**config.mk**
```make
export PLATFORM = sky130hd
export DESIGN_NAME = tqle_fifo
export DESIGN_NICKNAME = d
export VERILOG_FILES = /design/src/design/tqle_pkg.sv /design/src/design/tqle_fifo.sv
export SDC_FILE = /design/constraint.sdc
export NUM_CORES = 1
export LEC_CHECK = 0
export ABC_AREA = 1
export BUFFER_PORTS_ARGS = -buffer_cell sky130_fd_sc_hd__buf_2
export CAP_MARGIN = 20
export CORE_ASPECT_RATIO = 1.2
export CORE_MARGIN = 2
export CORE_UTILIZATION = 35
export DETAILED_ROUTE_END_ITERATION = 8
export PLACE_DENSITY_LB_ADDON = 0.15
export SYNTH_ARGS = -nofsm -noshare
export SYNTH_HDL_FRONTEND = slang
export SYNTH_SLANG_ARGS = --single-unit
```
**constraint.sdc**
```tcl
create_clock -name clk -period 10 [get_ports clk]
set_input_delay 0.5 -clock clk [delete_from_list [all_inputs] [get_ports clk]]
set_output_delay 0.5 -clock clk [all_outputs]
set_load 0.05 [all_outputs]
```
**src/design/tqle_pkg.sv**
```systemverilog
// Shared types, codes and reset values of the tabular Q-learning engine.
package tqle_pkg;

	localparam int NUM_STATES_DEF = 131072;

	localparam int VAL_W   = 24;
	localparam int RATE_W  = 16;
	localparam int STEP_W  = 23;
	localparam int ROW_W   = 17;
	localparam int CFGI_W  = 3;

	// Item operation codes.
	localparam logic [1:0] OP_SELECT = 2'd0;
	localparam logic [1:0] OP_UPDATE = 2'd1;
	localparam logic [1:0] OP_WRITE  = 2'd2;

	// Command classes handed from the front to the back.
	localparam logic [2:0] K_NONE     = 3'd0;
	localparam logic [2:0] K_SELECT   = 3'd1;
	localparam logic [2:0] K_SEL_MISS = 3'd2;
	localparam logic [2:0] K_UPDATE   = 3'd3;
	localparam logic [2:0] K_UPD_MISS = 3'd4;
	localparam logic [2:0] K_WRITE    = 3'd5;

	// Configuration register indexes.
	localparam logic [CFGI_W-1:0] REG_ALPHA         = 3'd0;
	localparam logic [CFGI_W-1:0] REG_DISCOUNT      = 3'd1;
	localparam logic [CFGI_W-1:0] REG_EXPLORE_DECAY = 3'd2;
	localparam logic [CFGI_W-1:0] REG_EXPLORE_FLOOR = 3'd3;
	localparam logic [CFGI_W-1:0] REG_STEPS_LIMIT   = 3'd4;

	localparam logic [RATE_W-1:0] ALPHA_RST         = 16'd6554;
	localparam logic [RATE_W-1:0] DISCOUNT_RST      = 16'd58982;
	localparam logic [RATE_W-1:0] EXPLORE_DECAY_RST = 16'd65503;
	localparam logic [RATE_W-1:0] EXPLORE_FLOOR_RST = 16'd655;
	localparam logic [STEP_W-1:0] STEPS_LIMIT_RST   = 23'd5000000;
	localparam logic [RATE_W-1:0] EXPLORE_RATE_RST  = 16'hFFFF;

	typedef struct packed {
		logic [1:0]              op;
		logic [ROW_W-1:0]        state_index;
		logic [1:0]              action;
		logic [ROW_W-1:0]        next_state_index;
		logic signed [VAL_W-1:0] reward;
		logic [RATE_W-1:0]       random_draw;
		logic [1:0]              random_action;
		logic signed [VAL_W-1:0] entry_value;
	} tqle_req_t;

	typedef struct packed {
		logic [1:0]              chosen_action;
		logic                    exploring;
		logic signed [VAL_W-1:0] q_value;
		logic [RATE_W-1:0]       exploration_now;
		logic [STEP_W-1:0]       steps_done;
	} tqle_rsp_t;

	typedef struct packed {
		logic [2:0] kind;
		tqle_req_t  item;
	} tqle_cmd_t;

	typedef struct packed {
		logic [RATE_W-1:0] alpha;
		logic [RATE_W-1:0] discount;
		logic [RATE_W-1:0] explore_decay;
		logic [RATE_W-1:0] explore_floor;
		logic [STEP_W-1:0] training_steps_limit;
	} tqle_cfg_t;

endpackage

```
**src/design/tqle_fifo.sv**
```systemverilog
// Two-entry command queue between the front and the back part.
module tqle_fifo import tqle_pkg::*; (
	input  logic      clk,
	input  logic      arst_n,
	input  logic      push,
	input  tqle_cmd_t wdata,
	input  logic      pop,
	output tqle_cmd_t rdata,
	output logic      full,
	output logic      empty
);

	tqle_cmd_t  slot_q [2];
	logic       wr_ptr_q;
	logic       rd_ptr_q;
	logic [1:0] cnt_q;

	assign full  = cnt_q == 2'd2;
	assign empty = cnt_q == 2'd0;
	assign rdata = slot_q[rd_ptr_q];

	always_ff @(posedge clk or negedge arst_n) begin
		if (!arst_n) begin
			wr_ptr_q <= 1'b0;
			rd_ptr_q <= 1'b0;
			cnt_q    <= 2'd0;
		end else begin
			if (push) begin
				wr_ptr_q <= ~wr_ptr_q;
			end
			if (pop) begin
				rd_ptr_q <= ~rd_ptr_q;
			end
			case ({push, pop})
				2'b10:   cnt_q <= cnt_q + 2'd1;
				2'b01:   cnt_q <= cnt_q - 2'd1;
				default: cnt_q <= cnt_q;
			endcase
		end
	end

	always_ff @(posedge clk) begin
		if (push) begin
			slot_q[wr_ptr_q] <= wdata;
		end
	end

endmodule

```
=== Word-level counts from Yosys, hierarchy flattened ===
Memories as Yosys holds them, arrays and structs flattened.
Cells that the tools add are included.

* Memories kept: 1
* Input bits: 111
* Register bits: 4
* Logic and storage cells: 16
* Bits in writable memories: 214

* Eq/ne operators: 3
* Reduce and logical (&&, ||, !) cells: 2
* Bitwise gates (word level): 2
* Mux-type cells: 3
* Add/subtract/negate cells: 2

{| class="wikitable"
|+ Memory list
! memory !! words !! bits a word !! rd ports !! clocked after Yosys merged registers in !! wr ports !! line !! text
|-
| slot_q || 2 || 107 || 1 || 0 || 1 || tqle_fifo.sv:13 || <nowiki>tqle_cmd_t slot_q [2];</nowiki>
|}

{| class="wikitable"
|+ Operator list
! cell !! count
|-
| == test 2 bit (second input constant) || 2
|-
| case mux 2 bit (2 select lines) || 1
|-
| adder 2 x 1 -> 2 bit (second input constant) || 1
|-
| == test 2 x 1 -> 1 bit (second input constant) || 1
|-
| zero test 2 bit || 1
|-
| 2-to-1 mux 1 bit || 2
|-
| NOT 1 bit || 2
|-
| nonzero test 2 bit || 1
|-
| subtractor 2 x 1 -> 2 bit (second input constant) || 1
|}

=== Depth between registers and ports, before layout ===
Gate-level depths: netlist of the first run.

* Depth after elaboration: 2
* Gate-level depth with buffers: 7

=== Worst setup path before layout of the first run ===
Ideal clock, no wire load.

* Kind: input to register
* Start: in push
* End: mem slot_q[0][0] (netlist bit), enable pin
* Arrival: 5041 ps
* Library setup time: 577 ps
* Setup slack: 4382 ps
* Stages: 2
* Cell sequence: inv_1 nor2_1

* Cells in the longest elaborated chain, start to end: 2

{| class="wikitable"
|+ RTL lines
! what !! line !! text
|-
| start, declared || tqle_fifo.sv:5 || <nowiki>input logic push,</nowiki>
|-
| 2-to-1 mux 1 bit || tqle_fifo.sv:43 || <nowiki>if (push) begin</nowiki>
|-
| 2-to-1 mux 1 bit (implied by the code) || tqle_fifo.sv:44 || <nowiki>slot_q[wr_ptr_q] <= wdata;</nowiki>
|-
| end, declared || tqle_fifo.sv:13 ||
|}

No other way between the ends.

==> impl_results.md, run 1 <==
* Final setup violation count at 0
* Final hold vios at 0
* Crit Path Category: flop to output port
* Post-Layout Inst Area at roughly 10000 µm²
* CTS tree: yes
* Hold Startpoint: wdata[41]
* Sequential share of power at 36.0%
* Layout cells sized above 1 at a little over a third
* GRT overflow at 0
* Largest net degree at the start of global routing at roughly 100
* Clock power frac at 21.3%
* Vias after detailed routing at between 4000 and 5000
* Longest Clk Path Bufs at 3
* First-pass GRT wire length at between 20 and 25 mm
* Synth warnings at 0
* Hold WS at between 0.15 and 0.2 ns
* Skew-Pair Late Insertion Delay at just under 0.5 ns
* Setup TNS at 0 ns
* Synth top area cells: edfxtp_1 (77%), inv_1 (5.1%), nand2_1 (5.1%)
* Initial antenna violation count at 2
* Root Driver: clkbuf_16
* TritonCTS buffer count at 23
* Total track usage at 12.6%
* Vias per inst at between 4 and 5
* Int Power at about 2 mW
* Rows at 61
* Post-DP HPWL at between 10 and 15 mm
* Vias in the first global route at between 4000 and 5000
* Comb pwr share at between 40% and 50%
* Final Cycle Share at 32.1%
* GPL Wtd Cong at just over 0.7
* Worst-path fanout max at 101
* Largest area contributor in the netlist: edfxtp_1
* Hold path endpoint: slot_q[1][41]$_DFFE_PP_
* Critical Path Start Type: flop
* Mapped Cells at 583
* Yosys cell types at 16
* DR WL/cell at ~14 µm
* WP data required at 9.50 ns
* Status: finished, final reports clean
* Synthesized flop and latch total at 218
* Synth top area share at between 70% and 80%
* Sink Count at 218
* Leak pwr at 4.37 nW
* Measured slew at the worst slew-check pin at ~0.95 ns
* Max Fclk at between 300 and 400 MHz
* Hold WC Path Type: primary input to flop
* Clk slew on worst S/H paths at 0.06 ns
* Syn avg cell area at 14.3 µm²
* Pwr Density at approximately 350 nW/µm²
* Slew Viols, Final at 0
* Number of instances in the placed design at around 1100
* Core area at between 20000 and 25000 µm²
* DP Area at approximately 9700 µm²
* RSZ-0062 raised after global routing: no
* Reg-to-Reg End: slot_q[0][16]$_DFFE_PP_
* I/O Pins at 220
* Area Overhead vs Synth at 24.3%
* Post-CTS Setup Repair Bufs at 0
* Worst vdd ir at 0.000197 V
* FILL cells at approximately 2200
* Worst Path Arrival at about 2.7 ns
* Hold buffers post-CTS at 1
* Worst Setup End Kind: output port
* Multi-input gate area at 1170 µm²
* 1st-pass router iterations at 4
* Syn Nets at ~700
* Drc violations at 0
* Total Nets Final at 921
* Chip Height at 173 µm
* PostCTS Resize Cnt at 0
* WHS Path Cells at 1
* Final core occ at between 40 and 50%
* I/O Buffers at 219
* Register area at ~6500 µm²
* Die area at 25000 µm²
* Max-slew headroom at between 30% and 40%
* Starting Density at between 30% and 40%
* P_sw at 1.63 mW
* Final min period at roughly 3.2 ns
* Share of the yosys chip area belonging to registers at between 70 and 80%
* H-tree Lvls at 1
* Initial drt markers at 194
* Clk_skew at 0.00725 ns
* Max Cap Violations at 0
* Antenna Nets Post-Route at 0
* Die width at around 140 µm
* Post-synthesis cell area at around 8300 µm²
* Reg-to-reg critical path startpoint: wr_ptr_q$_DFFE_PN0P_
* Non-filler cells, final at 1141
* Switch share at ~45%
* Final wirelength at ~16 mm
* R2R depth at 3
* Slack of the worst reg-to-reg path at 7.36 ns
[cell type report]
type / count / share of cell area [%]
flip-flops and latches: 218 / 63.1
repair buffers: 225 / 11.1
inverters: 113 / 4.12
clock inverters: 10 / 0.665
clock buffers: 29 / 5.78
multi-input cells: 228 / 11.4
well taps: 315 / 3.81
diodes: 3 / 0.0726
[metal layers]
metal	global-route usage, %	vias up	wire length (µm)
met1	14.5	2243	6380
li1	-	2444	-
met4	3.03	2	265
met2	21.3	179	7690
met5	0	-	13
met3	5.84	25	1830
[synthesized netlist by cell type, drive strengths merged]
master and number:
xnor2 1, ha 1, nand3 1, nand4 1, inv 113, o21ai 107
nor2 3, clkbuf 6, nand2 112, edfxtp 214, dfrtp 4, buf 18
xor2 2
[power groups by stage]
| stage | clock network (mW) | registers (mW) | logic (mW) |
|---|---|---|---|
| final | 0.764 | 1.29 | 1.53 |
| after global routing | 0.824 | 1.31 | 1.64 |
| after CTS | 0.792 | 1.29 | 1.56 |
| after detailed placement | 0 | 1.31 | 1.56 |
| after global placement | 0 | 1.30 | 1.55 |
| after floorplan | 0 | 1.29 | 1.28 |
[sequential cells by signal (all words and copies together), names as in the netlist]
signal    flops
slot_q      214
rd_ptr_q      1
wr_ptr_q      1
cnt_q         2
[placed cells by master (no fill, tap or decap), types with 5 or more instances in the layout]
cell type	netlist	layout
buf_2	0	219
buf_4	5	5
clkbuf_1	6	6
clkbuf_16	0	23
clkinv_1	0	5
edfxtp_1	214	214
inv_1	113	112
nand2_1	112	112
o21ai_0	48	48
o21ai_1	19	19
o21ai_2	40	40
[stage by stage]
step	power, mW	setup slack, ns
finish	3.58	6.79
global route	3.77	6.48
CTS	3.64	6.68
detailed placement	2.87	7.02
global placement	2.85	7.04
floorplan	2.56	4.38
[critical path, stage by stage, from the launching register on]
cell and delay (ns):
dfrtp_4 0.76, buf_4 0.80, o21ai_0 0.28, buf_2 0.28
[worst max-delay path by stage]
stage | startpoint | endpoint | slack (ns) | cells past startpoint
floorplan | push | slot_q[0][0]$_DFFE_PP_ | 4.38 | 2
global route | rd_ptr_q$_DFFE_PN0P_ | rdata[59] | 6.48 | 4
detailed placement | push | slot_q[0][33]$_DFFE_PP_ | 7.02 | 5
CTS | rd_ptr_q$_DFFE_PN0P_ | rdata[10] | 6.68 | 4
finish | rd_ptr_q$_DFFE_PN0P_ | rdata[30] | 6.79 | 3
global placement | push | slot_q[0][36]$_DFFE_PP_ | 7.04 | 5
[cells by family after synthesis]
logic type / after synthesis / share of synthesized area (%)
AO/OA/AOI/OAI: 107 / 8.24
XOR/XNOR: 3 / 0.316
adder cells (fa/ha/maj): 1 / 0.150
buffers and inverters: 137 / 7.58
flip-flops: 218 / 78.4
AND/OR/NAND/NOR: 117 / 5.32
Note: power is estimated with default switching activity, not from simulation.
==> run 2: changes to the inputs <==
==> constraint.sdc (replaced) <==
create_clock -name clk -period 3.1 [get_ports clk]
set_input_delay 0.155 -clock clk [delete_from_list [all_inputs] [get_ports clk]]
set_output_delay 0.155 -clock clk [all_outputs]
set_load 0.05 [all_outputs]
==> impl_results.md, run 2 (synthesized netlist as in run 1, its figures left out) <==
* Die width at 145 µm
* Non-filler cells, final at 1256
* R2R depth at 3
* Power consumption at ~12 mW
* Post-Layout Inst Area at between 10000 and 15000 µm²
* Pwr Density at between 1000 and 1500 nW/µm²
* Post-CTS Setup Repair Bufs at 0
* Rows at between 60 and 70
* Measured slew at the worst slew-check pin at approximately 0.84 ns
* Antenna Nets Post-Route at 0
* Setup ws final at about 0.58 ns
* Crit Path Category: flop to output port
* Slew Viols, Final at 0
* I/O Pins at 220
* Final hold vios at 0
* Most frequent cells in the layout: buf_2 (219), edfxtp_1 (214), inv_1 (112), nand2_1 (112), dlygate4sd3_1 (111)
* Max Fclk at around 400 MHz
* Final min period at 2.52 ns
* Hold Startpoint: wdata[14]
* Slack of the worst reg-to-reg path at roughly 1.3 ns
* Hold WC Path Type: primary input to flop
* Root Driver: clkbuf_16
* Leak pwr at 4.93 nW
* Hold WS at 0.362 ns
* Critical Path Start Type: flop
* Final wirelength at around 17 mm
* Starting Density at ~36%
* Number of instances in the placed design at between 1000 and 1500
* Final core occ at 50.0%
* Total Nets Final at about 1000
* Ant diodes at 0
* FILL cells at around 2000
* Reg-to-Reg End: slot_q[1][56]$_DFFE_PP_
* Final setup violation count at 0
* Reg-to-reg critical path startpoint: wr_ptr_q$_DFFE_PN0P_
* GPL Wtd Cong at roughly 0.73
* Core area at around 23000 µm²
* WP data required at between 2 and 3 ns
* Area Overhead vs Synth at 39.7%
* GRT overflow at 0
* Max Cap Violations at 0
* Vias in the first global route at between 5000 and 6000
* DR WL/cell at 13.9 µm
* Initial antenna violation count at 0
* Clk_skew at about 0.011 ns
* Final Cycle Share at about four fifths
* Worst-path fanout max at about 80
* I/O Buffers at 219
* Clk slew on worst S/H paths at about 0.060 ns
* Max-slew headroom at between 40% and 50%
* Top Registers: slot_q x214, cnt_q x2
* 1st-pass router iterations at 4
* Post-DP HPWL at around 11 mm
* WHS Path Cells at 2
* First-pass GRT wire length at 27.1 mm
* Setup TNS at 0 ns
* Worst Setup End Kind: output port
* Layout cells sized above 1 at about a third
* Die area at approximately 25000 µm²
* Vias per inst at 4.31
* Total track usage at a little over an eighth
* CTS tree: yes
* Initial drt markers at 265
* Longest Clk Path Bufs at 3
* Status: finished, final reports clean
* Chip Height at 173 µm
* Skew-Pair Late Insertion Delay at roughly 0.51 ns
* Number of flip-flops in the largest register at 214
* Sink Count at roughly 220
* Worst vdd ir at approximately 0.00058 V
* Post-Place Worst Slack at 1.08 ns
* Worst Path Arrival at around 2.4 ns
* Vias after detailed routing at around 5400
* Hold path endpoint: slot_q[0][14]$_DFFE_PP_
* Commonest non-fill, non-tap cell in the layout: buf_2
* RSZ-0062 raised after global routing: no
* PostCTS Resize Cnt at 0
* DP Area at a little under 10000 µm²
* Largest net degree at the start of global routing at 83
* Most flop-heavy register: slot_q
* Drc violations at 0
* TritonCTS buffer count at 24
* H-tree Lvls at 1
==> run 2: cell types whose count changed in the layout (fill, tap and decap cells not counted), moves of 2 or more <==
| cell | change |
|---|---|
| clkinv_2 | +2 |
| clkbuf_1 | -4 |
| bufinv_16 | +3 |
| dlygate4sd3_1 | +110 |
| buf_12 | +2 |
| diode_2 | -3 |
| clkbuf_16 | +2 |
==> run 2: worst max-delay path, cell delays in order (launching register included) <==
cell	delay [ns]
dfrtp_4	0.97
buf_12	0.36
nand2_1	0.12
o21ai_2	0.08
buf_2	0.28
==> run 2: what timing repair did <==
item | in CTS | in global routing
endpoints found under the setup margin | 0 | 0
hold buffers | 111 | 0
hold endpoints to repair | 221 | 0
==> run 2: layer usage <==
layer  routed length [µm]  share of wire (%)  vias up  GRT usage (%)
met3                 1510                8.7       21           4.68
li1                     -                  -     2656              -
met5                    0                  0        -              0
met2                 8650                 50      179           24.1
met4                  250                1.4        0           3.16
met1                 7050                 40     2562           15.5
==> run 2: worst max path at each step <==
| stage | cells past startpoint | endpoint | startpoint |
|---|---|---|---|
| final | 4 | rdata[89] | rd_ptr_q$_DFFE_PN0P_ |
| after global routing | 4 | rdata[89] | rd_ptr_q$_DFFE_PN0P_ |
| after global placement | 4 | rdata[104] | rd_ptr_q$_DFFE_PN0P_ |
| after detailed placement | 4 | rdata[104] | rd_ptr_q$_DFFE_PN0P_ |
| after CTS | 4 | rdata[104] | rd_ptr_q$_DFFE_PN0P_ |
| after floorplan | 2 | slot_q[1][0]$_DFFE_PP_ | wr_ptr_q$_DFFE_PN0P_ |
==> run 2: report_power, final <==
part           switching, mW  internal (mW)  leakage (nW)
logic                   3.99           1.09          2.47
clock network           1.09           1.79         0.404
registers              0.297           3.92          2.05
==> run 2: layout make-up <==
| type | instances | area (µm²) | share of cell area, % |
|---|---|---|---|
| inverter | 113 | 427 | 3.67 |
| clock inverter | 17 | 181 | 1.56 |
| tap | 315 | 394 | 3.39 |
| multi-input combinational | 228 | 1170 | 10.1 |
| sequential | 218 | 6530 | 56.1 |
| clock buffer | 27 | 633 | 5.44 |
| timing repair buffer | 338 | 2290 | 19.7 |
==> run 3: changes to the inputs <==
--- a/config.mk
+++ b/config.mk
@@ -5,7 +5,7 @@
 export SDC_FILE = /design/constraint.sdc
 export NUM_CORES = 1
 export LEC_CHECK = 0
-export ABC_AREA = 1
+export ABC_AREA = 0
 export BUFFER_PORTS_ARGS = -buffer_cell sky130_fd_sc_hd__buf_2
 export CAP_MARGIN = 20
 export CORE_ASPECT_RATIO = 1.2
==> constraint.sdc (replaced) <==
create_clock -name clk -period 2.3 [get_ports clk]
set_input_delay 0.115 -clock clk [delete_from_list [all_inputs] [get_ports clk]]
set_output_delay 0.115 -clock clk [all_outputs]
set_load 0.05 [all_outputs]
==> impl_results.md, run 3 <==
* Status: finished, final reports clean
* Reg-to-Reg End: slot_q[1][102]$_DFFE_PP_
* Skew-Pair Late Insertion Delay at 0.49 ns
* Slew Viols, Final at 0
* Slack of the worst reg-to-reg path at between 0.7 and 0.8 ns
* Die width at roughly 140 µm
* Max Cap Violations at 0
* Top Registers: slot_q x214, cnt_q x2
* Longest Clk Path Bufs at 3
* Clock power frac at 23.2%
* Max-slew headroom at 59.3%
* Number of flip-flops in the largest register at around 210
* CTS tree: yes
* Number of instances in the placed design at roughly 840
* Final wirelength at about 16 mm
* Post-Layout Inst Area at 11300 µm²
* Reg-to-reg critical path startpoint: wr_ptr_q$_DFFE_PN0P_
* Synth warnings at 0
* Clk_skew at slightly below 0.006 ns
* DR WL/cell at ~16 µm
* Sequential share of power at between 30% and 40%
* Root Driver: clkbuf_16
* Share of the yosys chip area belonging to registers at between 80 and 90%
* Initial antenna violation count at 0
* H-tree Lvls at 1
* Most used DFF post-synth: edfxtp_1
* Critical path origin: rd_ptr_q$_DFFE_PN0P_
* Critical Path Start Type: flop
* Pwr Density at roughly 1400 nW/µm²
* DP Area at about 9500 µm²
* Clk slew on worst S/H paths at approximately 0.06 ns
* RSZ-0062 raised after global routing: no
* Comb pwr share at between 40% and 50%
* FILL cells at around 1900
* Area Overhead vs Synth at 42.2%
* Post-synthesis cell area at between 7000 and 8000 µm²
* Int Power at slightly above 9 mW
* Ys async rst share at 1.83%
* Max Fclk at about 470 MHz
* Final min period at between 2 and 2.5 ns
* R2R depth at 2
* Final hold vios at 0
* Vias per inst at between 4 and 5
* Sink Count at 218
* Syn Nets at 461
* Count leader, synth: edfxtp_1
* Switch share at between 30% and 40%
* 1st-pass router iterations at 4
* Largest net degree at the start of global routing at 65
* Core area at between 20000 and 25000 µm²
* Die area at 24000 µm²
* WP data required at between 2 and 2.5 ns
* GPL Wtd Cong at a little under 0.7
* Synth top area cells: edfxtp_1 (81%), mux2_2 (12%), mux2_4 (3.8%)
* Worst vdd ir at around 0.0010 V
* Commonest cells post-synth: edfxtp_1 (214), mux2_2 (87), mux2_4 (20)
* Leak pwr at between 4 and 5 nW
* Worst-path fanout max at 14
* Crit path to: rdata[2]
* Chip Height at between 150 and 200 µm
* GRT overflow at 0
* Yosys cell types at 13
* Total Nets Final at just over 800
* Antenna Nets Post-Route at 0
* Final Cycle Share at ~92%
* Total track usage at 13.0%
* Layout cells sized above 1 at a little over 50%
* I/O Pins at 220
* Worst Path Arrival at slightly below 2 ns
* Starting Density at a little over a third
* Hold WC Path Type: primary input to flop
* P_sw at roughly 6.0 mW
* Ant diodes at 0
* Mapped Cells at between 300 and 400
* Vias in the first global route at between 4000 and 5000
* Number of synthesized flops with an enable pin at between 200 and 250
* Largest area contributor in the netlist: edfxtp_1
* Synth top area share at 80.6%
* Final setup violation count at 0
* Worst Setup End Kind: output port
* Non-filler cells, final at 995
* Most flop-heavy register: slot_q
* Commonest non-fill, non-tap cell in the layout: buf_2
* TritonCTS buffer count at 23
* Initial drt markers at about 170
* Synthesized flop and latch total at between 200 and 250
* First-pass GRT wire length at approximately 24 mm
* Crit Path Category: flop to output port
* Syn avg cell area at 22.9 µm²
* I/O Buffers at 219
* Rows at 60
* Post-DP HPWL at roughly 10 mm
* Measured slew at the worst slew-check pin at 0.611 ns
* Vias after detailed routing at around 4400
* Most frequent cells in the layout: buf_2 (219), edfxtp_1 (214), dlygate4sd3_1 (111), mux2_2 (87), clkbuf_16 (23)
* Drc violations at 0
[run 3: worst min path at each step]
stage                    from                       to  slack (ns)  cells past startpoint
finish              wdata[97]  slot_q[1][97]$_DFFE_PP_        0.35                      2
global route        wdata[11]  slot_q[1][11]$_DFFE_PP_        0.33                      2
CTS                 wdata[97]  slot_q[1][97]$_DFFE_PP_        0.32                      2
detailed placement     arst_n     cnt_q[1]$_DFFE_PN0P_       -0.07                      1
global placement       arst_n     cnt_q[1]$_DFFE_PN0P_       -0.07                      1
floorplan              arst_n     cnt_q[0]$_DFFE_PN0P_       -0.18                      0
[run 3: worst max-delay path, cell delays in order, from the launching register on]
cell     delay (ns)
dfrtp_4        0.59
buf_4          0.32
mux2_2         0.37
buf_2          0.21
[run 3: layout make-up]
| cell class | count | area, µm² | share of cell area, % |
|---|---|---|---|
| clock buffers | 29 | 598 | 5.27 |
| clock inverters | 11 | 130 | 1.15 |
| inverters | 1 | 3.75 | 0.0331 |
| multi-input cells | 118 | 1370 | 12.1 |
| flip-flops and latches | 218 | 6530 | 57.6 |
| well taps | 279 | 349 | 3.08 |
| repair buffers | 339 | 2360 | 20.8 |
[run 3: kinds of logic (layout without fill, tap and decap cells)]
family        Yosys count  after routing  share of synthesized area, %
xor+xnor                5              5                         0.549
fa+ha+maj               1              1                         0.157
buf+inv                13            380                          1.11
flops                 218            218                          81.8
mux                   107            107                          16.0
simple gates            5              5                         0.298
[run 3: timing repair]
item | 4_1_cts | 5_1_grt
setup buffers | 0 | 0
hold buffers | 111 | 0
gates resized for setup | 0 | 0
hold endpoints to repair | 221 | 0
[run 3: power groups by stage]
stage          sequential, mW  clock (mW)  combinational [mW]
3_5_place_dp             5.61           0                6.21
4_1_cts                  5.52        3.69                6.37
6_report                 5.51        3.57                6.27
5_1_grt                  5.59        3.86                6.58
2_1_floorplan            5.51           0                4.86
3_3_place_gp             5.57           0                6.18
[run 3: metrics by stage]
step / util, % / hold slack [ns] / TNS (ns) / setup WS [ns] / total power, mW
global placement: 42.5 / -0.0748 / 0 / 0.706 / 11.7
floorplan: - / -0.181 / -11.74 / -0.110 / 10.4
detailed placement: 42.5 / -0.0695 / 0 / 0.678 / 11.8
finish: 50.7 / 0.346 / 0 / 0.192 / 15.3
CTS: 50.7 / 0.317 / 0 / 0.134 / 15.6
global route: 50.7 / 0.331 / 0 / 0.0958 / 16.0
[run 3: metal layers]
layer / wire length (µm) / global-route usage [%]
met1: 6270 / 14.4
met2: 8320 / 23.9
met3: 1220 / 3.87
met4: 344 / 4.13
met5: 0 / 0
